$ cat src/hw/rtl/pid_heading_turn_controller_top_macros.svh
// ----------------------------------------------------------------------------
// pid heading turn controller assertion macros
// shared wrappers for clocked assertions, reset disables checking
// ----------------------------------------------------------------------------
`ifndef PID_HEADING_TURN_CONTROLLER_TOP_MACROS_SVH
`define PID_HEADING_TURN_CONTROLLER_TOP_MACROS_SVH

// condition in the same cycle
`define PHTC_ASSERT_SAME(lbl, ante, cons) \
  lbl: assert property (@(posedge clk) disable iff (rst) (ante) |-> (cons)) \
    else $error("phtc assertion failed");

// condition in the following cycle
`define PHTC_ASSERT_NEXT(lbl, ante, cons) \
  lbl: assert property (@(posedge clk) disable iff (rst) (ante) |=> (cons)) \
    else $error("phtc assertion failed");

`endif

$ cat src/hw/rtl/phtc_pkg.sv
// ----------------------------------------------------------------------------
// phtc_pkg
// shared types and codes of the pid heading turn controller
// ----------------------------------------------------------------------------
package phtc_pkg;

  localparam logic OP_START = 1'b0;
  localparam logic OP_TICK  = 1'b1;

  localparam logic [1:0] STATUS_RUN      = 2'd0;
  localparam logic [1:0] STATUS_CONVERGE = 2'd1;
  localparam logic [1:0] STATUS_TIMEOUT  = 2'd2;
  localparam logic [1:0] STATUS_IDLE     = 2'd3;

  localparam logic [2:0] REG_KP       = 3'd0;
  localparam logic [2:0] REG_KI       = 3'd1;
  localparam logic [2:0] REG_KD       = 3'd2;
  localparam logic [2:0] REG_PERIOD   = 3'd3;
  localparam logic [2:0] REG_ERR_TOL  = 3'd4;
  localparam logic [2:0] REG_PWR_TOL  = 3'd5;

  // full power on start, Q8 percent
  localparam logic signed [31:0] START_POWER = 32'sd25600;

  typedef struct packed {
    logic [15:0] kp_gain;
    logic [15:0] ki_gain;
    logic [15:0] kd_gain;
    logic [9:0]  period_ms;
    logic [14:0] error_tolerance;
    logic [15:0] power_tolerance;
  } cfg_t;

endpackage

$ cat src/hw/rtl/phtc_if.sv
// ----------------------------------------------------------------------------
// phtc channel interfaces
// valid/ready channels for commands and results
// ----------------------------------------------------------------------------
interface phtc_cmd_if;
  logic               valid;
  logic               ready;
  logic               op;
  logic signed [15:0] target_angle;
  logic [15:0]        timeout_ms;
  logic signed [15:0] measured_angle;

  modport source (output valid, op, target_angle, timeout_ms, measured_angle,
                  input ready);
  modport sink   (input valid, op, target_angle, timeout_ms, measured_angle,
                  output ready);
endinterface

interface phtc_res_if;
  logic              valid;
  logic              ready;
  logic signed [7:0] power_pct;
  logic [1:0]        status;

  modport source (output valid, power_pct, status, input ready);
  modport sink   (input valid, power_pct, status, output ready);
endinterface

$ cat src/hw/rtl/phtc_cfg.sv
// ----------------------------------------------------------------------------
// phtc_cfg
// apb register bank holding gains, period and tolerances
// ----------------------------------------------------------------------------
module phtc_cfg
  import phtc_pkg::*;
(
  input  logic        clk,
  input  logic        rst,
  input  logic        psel,
  input  logic        penable,
  input  logic        pwrite,
  input  logic [4:0]  paddr,
  input  logic [31:0] pwdata,
  output logic [31:0] prdata,
  output logic        pready,
  output cfg_t        cfg
);

  logic [2:0] reg_sel;
  logic       wr_en;

  assign reg_sel = paddr[4:2];
  assign pready  = 1'b1;
  assign wr_en   = psel && penable && pwrite;

  always_ff @(posedge clk) begin
    if (rst) begin
      cfg.kp_gain         <= 16'd0;
      cfg.ki_gain         <= 16'd0;
      cfg.kd_gain         <= 16'd0;
      cfg.period_ms       <= 10'd10;
      cfg.error_tolerance <= 15'd205;
      cfg.power_tolerance <= 16'd1280;
    end else if (wr_en) begin
      unique case (reg_sel)
        REG_KP:      cfg.kp_gain         <= pwdata[15:0];
        REG_KI:      cfg.ki_gain         <= pwdata[15:0];
        REG_KD:      cfg.kd_gain         <= pwdata[15:0];
        REG_PERIOD:  cfg.period_ms       <= pwdata[9:0];
        REG_ERR_TOL: cfg.error_tolerance <= pwdata[14:0];
        REG_PWR_TOL: cfg.power_tolerance <= pwdata[15:0];
        default: ;
      endcase
    end
  end

  always_comb begin
    unique case (reg_sel)
      REG_KP:      prdata = {16'd0, cfg.kp_gain};
      REG_KI:      prdata = {16'd0, cfg.ki_gain};
      REG_KD:      prdata = {16'd0, cfg.kd_gain};
      REG_PERIOD:  prdata = {22'd0, cfg.period_ms};
      REG_ERR_TOL: prdata = {17'd0, cfg.error_tolerance};
      REG_PWR_TOL: prdata = {16'd0, cfg.power_tolerance};
      default:     prdata = 32'd0;
    endcase
  end

endmodule

$ cat src/hw/rtl/phtc_core.sv
// ----------------------------------------------------------------------------
// phtc_core
// input register, pid update and result register with turn state
// ----------------------------------------------------------------------------
`include "pid_heading_turn_controller_top_macros.svh"

module phtc_core
  import phtc_pkg::*;
(
  input  logic      clk,
  input  logic      rst,
  input  cfg_t      cfg,
  phtc_cmd_if.sink  cmd,
  phtc_res_if.source res
);

  // input register
  logic               hold_valid;
  logic               hold_op;
  logic signed [15:0] hold_target;
  logic [15:0]        hold_timeout;
  logic signed [15:0] hold_meas;

  // turn state
  logic signed [15:0] goal_angle;
  logic [15:0]        time_limit;
  logic signed [16:0] prior_error;
  logic signed [31:0] error_sum;
  logic signed [31:0] drive_power;
  logic [15:0]        elapsed_ms;
  logic               running;

  logic signed [15:0] goal_angle_next;
  logic [15:0]        time_limit_next;
  logic signed [16:0] prior_error_next;
  logic signed [31:0] error_sum_next;
  logic signed [31:0] drive_power_next;
  logic [15:0]        elapsed_ms_next;
  logic               running_next;
  logic signed [7:0]  pct_next;
  logic [1:0]         status_next;

  logic advance;
  logic proc;

  // datapath terms
  logic signed [16:0] err;
  logic signed [16:0] start_err;
  logic signed [17:0] deriv;
  logic signed [32:0] sum_wide;
  logic signed [31:0] sum_sat;
  logic signed [33:0] p_kp;
  logic signed [48:0] p_ki;
  logic signed [34:0] p_kd;
  logic signed [50:0] acc;
  logic signed [38:0] acc_floor;
  logic signed [31:0] power_new;
  logic signed [31:0] power_adj;
  logic signed [23:0] pct_quot;
  logic signed [7:0]  pct_clamp;
  logic [16:0]        err_abs;
  logic [31:0]        power_abs;
  logic               converged;
  logic               timed_out;
  logic [16:0]        elapsed_sum;

  assign advance   = !res.valid || res.ready;
  assign cmd.ready = !hold_valid || advance;
  assign proc      = hold_valid && advance;

  always_ff @(posedge clk) begin
    if (rst) begin
      hold_valid <= 1'b0;
    end else if (cmd.ready) begin
      hold_valid <= cmd.valid;
    end
  end

  always_ff @(posedge clk) begin
    if (cmd.valid && cmd.ready) begin
      hold_op      <= cmd.op;
      hold_target  <= cmd.target_angle;
      hold_timeout <= cmd.timeout_ms;
      hold_meas    <= cmd.measured_angle;
    end
  end

  assign err       = 17'(goal_angle) - 17'(hold_meas);
  assign start_err = 17'(hold_target) - 17'(hold_meas);
  assign deriv     = 18'(err) - 18'(prior_error);
  assign sum_wide  = 33'(error_sum) + 33'(err);

  always_comb begin
    if (sum_wide[32] != sum_wide[31]) begin
      sum_sat = sum_wide[32] ? 32'sh8000_0000 : 32'sh7fff_ffff;
    end else begin
      sum_sat = sum_wide[31:0];
    end
  end

  assign p_kp = 34'(err) * 34'($signed({1'b0, cfg.kp_gain}));
  assign p_ki = 49'(sum_sat) * 49'($signed({1'b0, cfg.ki_gain}));
  assign p_kd = 35'(deriv) * 35'($signed({1'b0, cfg.kd_gain}));
  assign acc  = 51'(p_kp) + 51'(p_ki) + 51'(p_kd);

  // arithmetic shift gives the floor of the q12 division
  assign acc_floor = acc[50:12];

  always_comb begin
    if (acc_floor[38:31] != {8{acc_floor[31]}}) begin
      power_new = acc_floor[38] ? 32'sh8000_0000 : 32'sh7fff_ffff;
    end else begin
      power_new = acc_floor[31:0];
    end
  end

  // truncate towards zero when taking whole percent
  assign power_adj = power_new[31] ? (power_new + 32'sd255) : power_new;
  assign pct_quot  = power_adj[31:8];

  always_comb begin
    if (pct_quot > 24'sd100) begin
      pct_clamp = 8'sd100;
    end else if (pct_quot < -24'sd100) begin
      pct_clamp = -8'sd100;
    end else begin
      pct_clamp = pct_quot[7:0];
    end
  end

  assign err_abs     = prior_error[16] ? 17'(-prior_error) : 17'(prior_error);
  assign power_abs   = drive_power[31] ? 32'(-drive_power) : 32'(drive_power);
  assign converged   = (err_abs <= {2'b00, cfg.error_tolerance}) &&
                       (power_abs <= {16'd0, cfg.power_tolerance});
  assign timed_out   = (time_limit != 16'd0) && (elapsed_ms > time_limit);
  assign elapsed_sum = {1'b0, elapsed_ms} + {7'd0, cfg.period_ms};

  always_comb begin
    goal_angle_next  = goal_angle;
    time_limit_next  = time_limit;
    prior_error_next = prior_error;
    error_sum_next   = error_sum;
    drive_power_next = drive_power;
    elapsed_ms_next  = elapsed_ms;
    running_next     = running;
    pct_next         = 8'sd0;
    status_next      = STATUS_IDLE;
    priority if (hold_op == OP_START) begin
      goal_angle_next  = hold_target;
      time_limit_next  = hold_timeout;
      prior_error_next = start_err;
      error_sum_next   = 32'sd0;
      drive_power_next = START_POWER;
      elapsed_ms_next  = 16'd0;
      running_next     = 1'b1;
      status_next      = STATUS_RUN;
    end else if (!running) begin
      status_next = STATUS_IDLE;
    end else if (converged) begin
      running_next = 1'b0;
      status_next  = STATUS_CONVERGE;
    end else if (timed_out) begin
      running_next = 1'b0;
      status_next  = STATUS_TIMEOUT;
    end else begin
      prior_error_next = err;
      error_sum_next   = sum_sat;
      drive_power_next = power_new;
      elapsed_ms_next  = elapsed_sum[16] ? 16'hffff : elapsed_sum[15:0];
      pct_next         = pct_clamp;
      status_next      = STATUS_RUN;
    end
  end

  always_ff @(posedge clk) begin
    if (rst) begin
      goal_angle  <= 16'sd0;
      time_limit  <= 16'd0;
      prior_error <= 17'sd0;
      error_sum   <= 32'sd0;
      drive_power <= 32'sd0;
      elapsed_ms  <= 16'd0;
      running     <= 1'b0;
    end else if (proc) begin
      goal_angle  <= goal_angle_next;
      time_limit  <= time_limit_next;
      prior_error <= prior_error_next;
      error_sum   <= error_sum_next;
      drive_power <= drive_power_next;
      elapsed_ms  <= elapsed_ms_next;
      running     <= running_next;
    end
  end

  // result register
  always_ff @(posedge clk) begin
    if (rst) begin
      res.valid <= 1'b0;
    end else if (advance) begin
      res.valid <= hold_valid;
    end
  end

  always_ff @(posedge clk) begin
    if (proc) begin
      res.power_pct <= pct_next;
      res.status    <= status_next;
    end
  end

  `PHTC_ASSERT_SAME(a_stopped_zero_power,
    res.valid && (res.status != STATUS_RUN), res.power_pct == 8'sd0)
  `PHTC_ASSERT_SAME(a_power_in_range,
    res.valid, (res.power_pct <= 8'sd100) && (res.power_pct >= -8'sd100))
  `PHTC_ASSERT_NEXT(a_held_item_kept,
    hold_valid && !advance, hold_valid && $stable(hold_meas))
  `PHTC_ASSERT_NEXT(a_start_runs,
    proc && (hold_op == OP_START), running && (res.status == STATUS_RUN))

endmodule

$ cat src/hw/rtl/pid_heading_turn_controller_top.sv
// ----------------------------------------------------------------------------
// pid_heading_turn_controller_top
// pid heading controller: start and tick commands in, drive percent out
// ----------------------------------------------------------------------------
//   channel  dir  kind          payload
//   cmd      in   valid/ready   op, target_angle, timeout_ms, measured_angle
//   res      out  valid/ready   power_pct, status
//   apb      in   apb write/rd  kp, ki, kd, period, error and power tolerance
//
// one transaction per cycle unless res stalls; each command passes the input
// register, then the pid update, then the result register
// rst is synchronous: the controller comes up idle with default settings
// a stalled result holds the input register, cmd ready drops only then
// ----------------------------------------------------------------------------
module pid_heading_turn_controller_top
  import phtc_pkg::*;
(
  input  logic        clk,
  input  logic        rst,
  phtc_cmd_if.sink    cmd,
  phtc_res_if.source  res,
  input  logic        psel,
  input  logic        penable,
  input  logic        pwrite,
  input  logic [4:0]  paddr,
  input  logic [31:0] pwdata,
  output logic [31:0] prdata,
  output logic        pready
);

  cfg_t cfg;

  phtc_cfg u_cfg (
    .clk     (clk),
    .rst     (rst),
    .psel    (psel),
    .penable (penable),
    .pwrite  (pwrite),
    .paddr   (paddr),
    .pwdata  (pwdata),
    .prdata  (prdata),
    .pready  (pready),
    .cfg     (cfg)
  );

  phtc_core u_core (
    .clk (clk),
    .rst (rst),
    .cfg (cfg),
    .cmd (cmd),
    .res (res)
  );

endmodule

$ cat src/flat_wrapper.sv
// flat-port wrapper written by rule: the top's interface ports become plain ports
module pid_heading_turn_controller_top_flat import phtc_pkg::*;
  (clk, rst, psel, penable, pwrite, paddr, pwdata, prdata, pready, cmd_valid, cmd_op, cmd_target_angle, cmd_timeout_ms, cmd_measured_angle, cmd_ready, res_valid, res_power_pct, res_status, res_ready);
  phtc_cmd_if cmd_i ();
  phtc_res_if res_i ();
  input  logic clk;
  input  logic rst;
  input  logic psel;
  input  logic penable;
  input  logic pwrite;
  input  logic [4:0] paddr;
  input  logic [31:0] pwdata;
  output logic [31:0] prdata;
  output logic pready;
  input wire logic [$bits(cmd_i.valid)-1:0] cmd_valid;
  input wire logic [$bits(cmd_i.op)-1:0] cmd_op;
  input wire logic [$bits(cmd_i.target_angle)-1:0] cmd_target_angle;
  input wire logic [$bits(cmd_i.timeout_ms)-1:0] cmd_timeout_ms;
  input wire logic [$bits(cmd_i.measured_angle)-1:0] cmd_measured_angle;
  output wire logic [$bits(cmd_i.ready)-1:0] cmd_ready;
  output wire logic [$bits(res_i.valid)-1:0] res_valid;
  output wire logic [$bits(res_i.power_pct)-1:0] res_power_pct;
  output wire logic [$bits(res_i.status)-1:0] res_status;
  input wire logic [$bits(res_i.ready)-1:0] res_ready;
  assign cmd_i.valid = cmd_valid;
  assign cmd_i.op = cmd_op;
  assign cmd_i.target_angle = cmd_target_angle;
  assign cmd_i.timeout_ms = cmd_timeout_ms;
  assign cmd_i.measured_angle = cmd_measured_angle;
  assign cmd_ready = cmd_i.ready;
  assign res_valid = res_i.valid;
  assign res_power_pct = res_i.power_pct;
  assign res_status = res_i.status;
  assign res_i.ready = res_ready;
  pid_heading_turn_controller_top u_core (.clk(clk), .rst(rst), .cmd(cmd_i), .res(res_i), .psel(psel), .penable(penable), .pwrite(pwrite), .paddr(paddr), .pwdata(pwdata), .prdata(prdata), .pready(pready));
endmodule
$ cat config.mk
export PLATFORM = sky130hd
export DESIGN_NAME = pid_heading_turn_controller_top_flat
export DESIGN_NICKNAME = d
export VERILOG_FILES = /design/src/hw/rtl/phtc_pkg.sv /design/src/hw/rtl/phtc_if.sv /design/src/hw/rtl/phtc_cfg.sv /design/src/hw/rtl/phtc_core.sv /design/src/hw/rtl/pid_heading_turn_controller_top.sv /design/src/flat_wrapper.sv
export VERILOG_INCLUDE_DIRS = /design/src /design/src/hw/rtl
export SDC_FILE = /design/constraint.sdc
export NUM_CORES = 2
export LEC_CHECK = 0
export ABC_AREA = 1
export BUFFER_PORTS_ARGS = -buffer_cell sky130_fd_sc_hd__buf_2
export CAP_MARGIN = 20
export CORE_MARGIN = 8
export CORE_UTILIZATION = 25
export DETAILED_ROUTE_END_ITERATION = 7
export SLEW_MARGIN = 40
export SYNTH_ARGS = -nofsm -noshare
export SYNTH_HDL_FRONTEND = slang
export SYNTH_SLANG_ARGS = --single-unit
$ cat constraint.sdc
create_clock -name clk -period 23.6 [get_ports clk]
set_clock_uncertainty 0.1 [all_clocks]
set_input_delay 2.36 -clock clk [delete_from_list [all_inputs] [get_ports clk]]
set_output_delay 2.36 -clock clk [all_outputs]
set_load 0.01 [all_outputs]
Word-level counts from Yosys, hierarchy flattened
Cells that the tools add are included.
Widths: inputs -> output; s select.
{"block": "classes", "reduce_logical": 23, "muxes": 34, "bitwise": 2, "order_cmp": 5, "mul": 3, "n_addsub": 10, "n_eq_ne": 10}
{"op": "$mux 32", "n": 14}
{"op": "$pmux 16 s6", "n": 1}
{"op": "$mux 17", "n": 5}
{"op": "$mux 16", "n": 5}
{"op": "$add 50x35->51", "n": 1}
{"op": "$add 34x49->50", "n": 1}
{"op": "$mul 32x17->49", "n": 1}
{"op": "$mul 18x17->35", "n": 1}
{"op": "$mul 17x17->34", "n": 1}
{"op": "$sub 16x16->17", "n": 2}
{"op": "$add 32x17->33", "n": 1}
{"op": "$add 32x9->32 const B", "n": 1}
{"op": "$le 32x16->1", "n": 1}
{"op": "$neg 32->32", "n": 1}
{"op": "$gt 24x8->1 const B", "n": 1}
{"op": "$lt 24x8->1 const B", "n": 1}
{"op": "$sub 17x17->18", "n": 1}
{"op": "$add 16x10->17", "n": 1}
{"op": "$le 17x15->1", "n": 1}
{"op": "$neg 17->17", "n": 1}
{"op": "$gt 16x16->1", "n": 1}
{"op": "$reduce_bool 16->1", "n": 1}
{"op": "$reduce_and 2->1", "n": 7}
{"op": "$mux 8", "n": 1}
{"op": "other kinds (19)", "n": 35}
{"block": "totals", "word_cells": 110, "in_bits": 93, "ff_bits": 280, "output_inout_bits": 45}

Logic depth before layout (Yosys ltp)
{"block": "logic_depth", "ltp_word": 14, "depth_mapped": 102, "depth_no_buf": 98}

Hierarchy
Synthesis repeated with hierarchy kept, for this count alone.
{"block": "hier_totals", "cells_unflattened": 7799, "area_unflattened_um2": 61455.2}
{"module": "phtc_core", "area_per_inst_um2": 56882.1, "n_inst": 1, "cells_per_inst": 7065, "seq_area_each_um2": 4414.2}
{"module": "phtc_cfg", "area_per_inst_um2": 4573.1, "n_inst": 1, "cells_per_inst": 734, "seq_area_each_um2": 1781.7}

Worst setup path before layout
Ideal clock, no wire load.
{"block": "synth_timing", "kind": "register to register", "startpoint": "register u_core.u_core.hold_meas[0]", "endpoint": "register u_core.u_core.res.power_pct[2], data pin", "path_buffers": 3, "stages_incl_launch_ff": 85, "required_time_ns": 23.247, "arrival_ns": 14.146, "slack_ns": 9.100, "synth_period_minus_slack_ns": 14.500, "setup_time_ns": 0.253, "path_cell_list": "edfxtp_1 ha_1 fa_1 o21ai_0 a21oi_1 o21ai_0 nand2_1 nand2_1 a21oi_1 or2_2 nand2_1 a21oi_1 inv_1 nand3_1 nand2_1 nand2_1 nand2_1 a21oi_1 [49 not listed] nand2_4 nand2_4 buf_12 nand3_1 nor2_1 nand2_1 nor2_2 nand3b_1 nand2_1 inv_1 nor2_1 nand3_1 nor2_2 nand2_2 nand2_2 nand2_1 nand2_1 nand2_1"}
{"block": "synth_via", "elab_chain_cells": 14, "elab_cells_between_ends": 20, "cone_classes": "6 x add/sub; 3 x mul; 2 x order compare; 2 x eq/ne; 7 x mux"}
{"element": "start, declared", "line_no": "phtc_core.sv:22", "text": "logic signed [15:0] hold_meas;"}
{"element": "start signal, assigned", "line_no": "phtc_core.sv:84", "text": "hold_meas <= cmd.measured_angle;"}
{"element": "$sub 16x16->17 *", "line_no": "phtc_core.sv:88", "text": "assign err = 17'(goal_angle) - 17'(hold_meas);"}
{"element": "$add 32x17->33", "line_no": "phtc_core.sv:91", "text": "assign sum_wide = 33'(error_sum) + 33'(err);"}
{"element": "$mux 32 or $ne 1x1->1 (tied branches)", "line_no": "phtc_core.sv:95, phtc_core.sv:94"}
{"element": "$mux 32", "line_no": "phtc_core.sv:94", "text": "if (sum_wide[32] != sum_wide[31]) begin"}
{"element": "$mul 32x17->49", "line_no": "phtc_core.sv:102", "text": "assign p_ki = 49'(sum_sat) * 49'($signed({1'b0, cfg.ki_gain}));"}
{"element": "$add 34x49->50", "line_no": "phtc_core.sv:104", "text": "assign acc = 51'(p_kp) + 51'(p_ki) + 51'(p_kd);"}
{"element": "$add 50x35->51 *", "line_no": "phtc_core.sv:104"}
{"element": "$ne 7x7->1 or $mux 32 (tied branches)", "line_no": "phtc_core.sv:110, phtc_core.sv:111"}
{"element": "$mux 32 *", "line_no": "phtc_core.sv:110", "text": "if (acc_floor[38:31] != {8{acc_floor[31]}}) begin"}
{"element": "$add 32x9->32", "line_no": "phtc_core.sv:118", "text": "assign power_adj = power_new[31] ? (power_new + 32'sd255) : power_new;"}
{"element": "$mux 32 *", "line_no": "phtc_core.sv:118"}
{"element": "$lt 24x8->1", "line_no": "phtc_core.sv:124", "text": "end else if (pct_quot < -24'sd100) begin"}
{"element": "$mux 8", "line_no": "phtc_core.sv:124"}
{"element": "$mux 7 *", "line_no": "phtc_core.sv:122", "text": "if (pct_quot > 24'sd100) begin"}
{"element": "end signal, assigned", "line_no": "phtc_core.sv:206", "text": "res.power_pct <= pct_next;"}
{"element": "end, declared", "line_no": "phtc_if.sv:25", "text": "modport source (output valid, power_pct, status, input ready);"}
Mark *: on every way between the ends. The rest lies on a longest branch, timed or not.
A chain may end at the register's enable or synchronous reset.

Final worst setup path
Same ends and word-level chain as after synthesis.

==> impl_metrics.tcl <==
set metrics [dict create \
    fin_cells 10600 \
    synth_seq_cells 280 \
    crit_buf_inv 9 \
    place.detailed.instances 10500 \
    hold_path_startpoint "u_core.u_core.drive_power[26]" \
    numCtsBuffers 37 \
    dpl.hpwl_um 163000 \
    detail_route.drc_violations 0 \
    postRouteAntennaNets 0 \
    postCtsSetupBuffers 0 \
    global_route.usage.total_pct 15.1 \
    clock_insertion_delay_worst_skew_ps 630 \
    finalWorstSetupSlack_ps 3990 \
    worstPathArrival_ps 19900 \
    grt_start_max_net_pins 107 \
    ctsResizeCount 0 \
    die_width_um 507 \
    power.total_mw 2.95 \
    vias_per_cell 4.50 \
    slew_of_the_pin_with_the_lowest_slew_margin_ps 957 \
    critPathMaxFanout 44 \
    synthTopCellsByArea "sky130_fd_sc_hd__fa_1 43%, sky130_fd_sc_hd__inv_1 11%, sky130_fd_sc_hd__nand2_1 8.8%" \
    postSynth.asyncResetShare_pct 0 \
    die_area_um2 257000 \
    layout-drive-gt1-share_pct 4.99 \
    grt_first_pass_wirelength_um 302000 \
    htree_levels 2 \
    ctsLongestPathBuffers 3 \
    synthTopCellsByCount "1820 x sky130_fd_sc_hd__inv_1, 1419 x sky130_fd_sc_hd__nand2_1, 1299 x sky130_fd_sc_hd__fa_1, 767 x sky130_fd_sc_hd__nor2_1, 397 x sky130_fd_sc_hd__ha_1" \
    drv_slew 0 \
    total_leakage_power_nw 33.7 \
    timing.slew.headroom_pct 36.1 \
    antenna_found_initial 10 \
    largest_area_contributor_in_the_synthesized_netlist "sky130_fd_sc_hd__fa_1" \
    endpoint_kind "flop" \
    final.setup.tns_ps 0 \
    min-delay-path-class "reg -> reg" \
    finalCritPeriodShare_pct 83.1 \
    netlist_instances 7420 \
    synth.avg_cell_area_um2 8.13 \
    synthDominantCellAreaShare_pct 43.1 \
    power_density_nw_per_um2 44.9 \
    post-synth-top-count-cell "sky130_fd_sc_hd__inv_1" \
    number_of_global_route_vias_before_repair 49100 \
    placement.setup.worst_slack_ps 3990 \
    ys.warnings.count 0 \
    wire_length_per_cell_after_detailed_routing_um 18.3 \
    io_buffers 102 \
    totalWireLength_um 194000 \
    critPathRequiredTime_ps 23880 \
    rsz_0062_raised_after_global_routing "no" \
    grt.overflow.total 0 \
    max_cap_viol_count 0 \
    initialDrtViolationCount 3763 \
    die_y_um 507 \
    finalSetupViolations 0 \
    post_synth_num_cell_types 59 \
    synthFlopType "sky130_fd_sc_hd__dfxtp_1" \
    peakVddDrop_v 0.0000612 \
    route.vias.total 47800 \
    report.final.hold_viol_count 0 \
    globalplace.congestion 0.985 \
    cts_tree "built" \
    holdBufCountCts 0 \
    worstSetupStartpoint "u_core.u_core.hold_meas[0]" \
    cts.sinks 280 \
    flow.area_growth_from_synthesis_pct 9.00 \
    timing.hold.ws_ps 368 \
    fin_nets 9192 \
    floorplan.rows 180 \
    synth_edf_count 59 \
    start_of_the_worst_register_to_register_path "u_core.u_core.hold_meas[0]" \
    run_status "complete, no violations" \
    start_util_pct 25.1 \
    io_pins 138 \
    path_common_cell "sky130_fd_sc_hd__nand2_1" \
    crit_family "adder cells" \
    post_synth_instance_area_um2 60300 \
    timing.fmax_mhz 51.0 \
    seq_area_frac_synth_pct 10.3 \
    core_region_area_um2 240000 \
    first_pass_iters 6 \
    cp_slowest_stage_delay_ps 880 \
    path_clk_slew_ps 60 \
    critical_path_startpoint_category "flop" \
    layout_min_cycle_time_ps 19610 \
    criticalPathCategory "reg -> reg" \
    cts.root.buffer_cell "sky130_fd_sc_hd__clkbuf_16" \
    critPathSlowestCell "sky130_fd_sc_hd__clkinv_1" \
]
per-layer routing:
metal	GRT usage, %	share of wire, %
met5	0	0.029
met3	3.31	8.8
met1	20.1	42
met4	6.34	5.0
met2	23.9	44
path summary, 6_finish.rpt:
check	endpoint	slack [ps]	cells after the start
setup / recovery	u_core.u_core.res.power_pct[2]	3990	77
hold / removal	u_core.u_core.drive_power[26]	370	2
setup reg to reg	u_core.u_core.res.power_pct[2]	3990	77
hold reg to reg	u_core.u_core.drive_power[26]	370	2
cells by family after synthesis:
| kind of cell | count (synthesis) | share of synthesized area (%) |
|---|---|---|
| buf+inv | 2108 | 13.4 |
| simple gates | 2523 | 16.9 |
| fa+ha+maj | 1696 | 51.4 |
| xor+xnor | 108 | 1.57 |
| flops | 280 | 10.3 |
| other cells | 2 | 0.0125 |
| compound gates | 703 | 6.47 |
sequential cells by signal, indices dropped and copies added (netlist names):
name	count
u_core.u_core.hold_timeout	16
u_core.u_core.elapsed_ms	16
u_core.u_cfg.cfg	89
u_core.u_core.running	1
u_core.u_core.res.valid	1
u_core.u_core.drive_power	32
u_core.u_core.error_sum	32
u_core.u_core.res.power_pct	8
u_core.u_core.goal_angle	16
u_core.u_core.hold_op	1
u_core.u_core.hold_target	16
u_core.u_core.res.status	2
u_core.u_core.hold_meas	16
u_core.u_core.time_limit	16
u_core.u_core.hold_valid	1
u_core.u_core.prior_error	17
cells in the final DEF, fill, tap and decap left out, drive strengths merged, types with 7 or more instances in the layout:
| cell type | n |
|---|---|
| inv | 1836 |
| nand2 | 1436 |
| fa | 1299 |
| nor2 | 782 |
| ha | 397 |
| a21oi | 359 |
| dfxtp | 221 |
| o21ai | 209 |
| buf | 177 |
| nand3 | 155 |
| xor2 | 73 |
| edfxtp | 59 |
| clkbuf | 48 |
| or2 | 43 |
| nor3 | 36 |
| xnor2 | 35 |
| clkinv | 35 |
| nand4 | 31 |
| a21boi | 20 |
| conb | 17 |
| nand3b | 14 |
| o21bai | 14 |
| o211ai | 14 |
| a31oi | 14 |
| o22ai | 14 |
| a221oi | 14 |
| o221ai | 13 |
| a22oi | 11 |
| nor4 | 11 |
| and2 | 7 |
report_power, final:
| part | total, mW | internal [mW] | switching [mW] |
|---|---|---|---|
| registers | 0.517 | 0.505 | 0.0122 |
| logic | 1.81 | 0.513 | 1.29 |
| clock network | 0.626 | 0.370 | 0.256 |
| total | 2.95 | 1.39 | 1.56 |
worst min-delay path: stages (launching register included):
cell and delay (ps):
sky130_fd_sc_hd__dfxtp_1 310, sky130_fd_sc_hd__nand2_1 60, sky130_fd_sc_hd__a21oi_1 50
per-stage QoR:
step / instance area [um2] / utilization, %
floorplan: 60300 / -
global placement: 64300 / 26.8
detailed placement: 64400 / 26.8
CTS: 65700 / 27.4
global route: 65700 / 27.4
finish: 65700 / 27.4
area by class of cell:
class	instances	area, um2
antenna	6	15.0
clock buffer	48	1010
multi-input combinational	5047	46100
fill	26100	174000
tap	3185	3990
timing repair buffer	177	1090
inverter	1860	6990
sequential	280	6210
clock inverter	18	292
No activity file was read; power rests on OpenSTA's default activity.
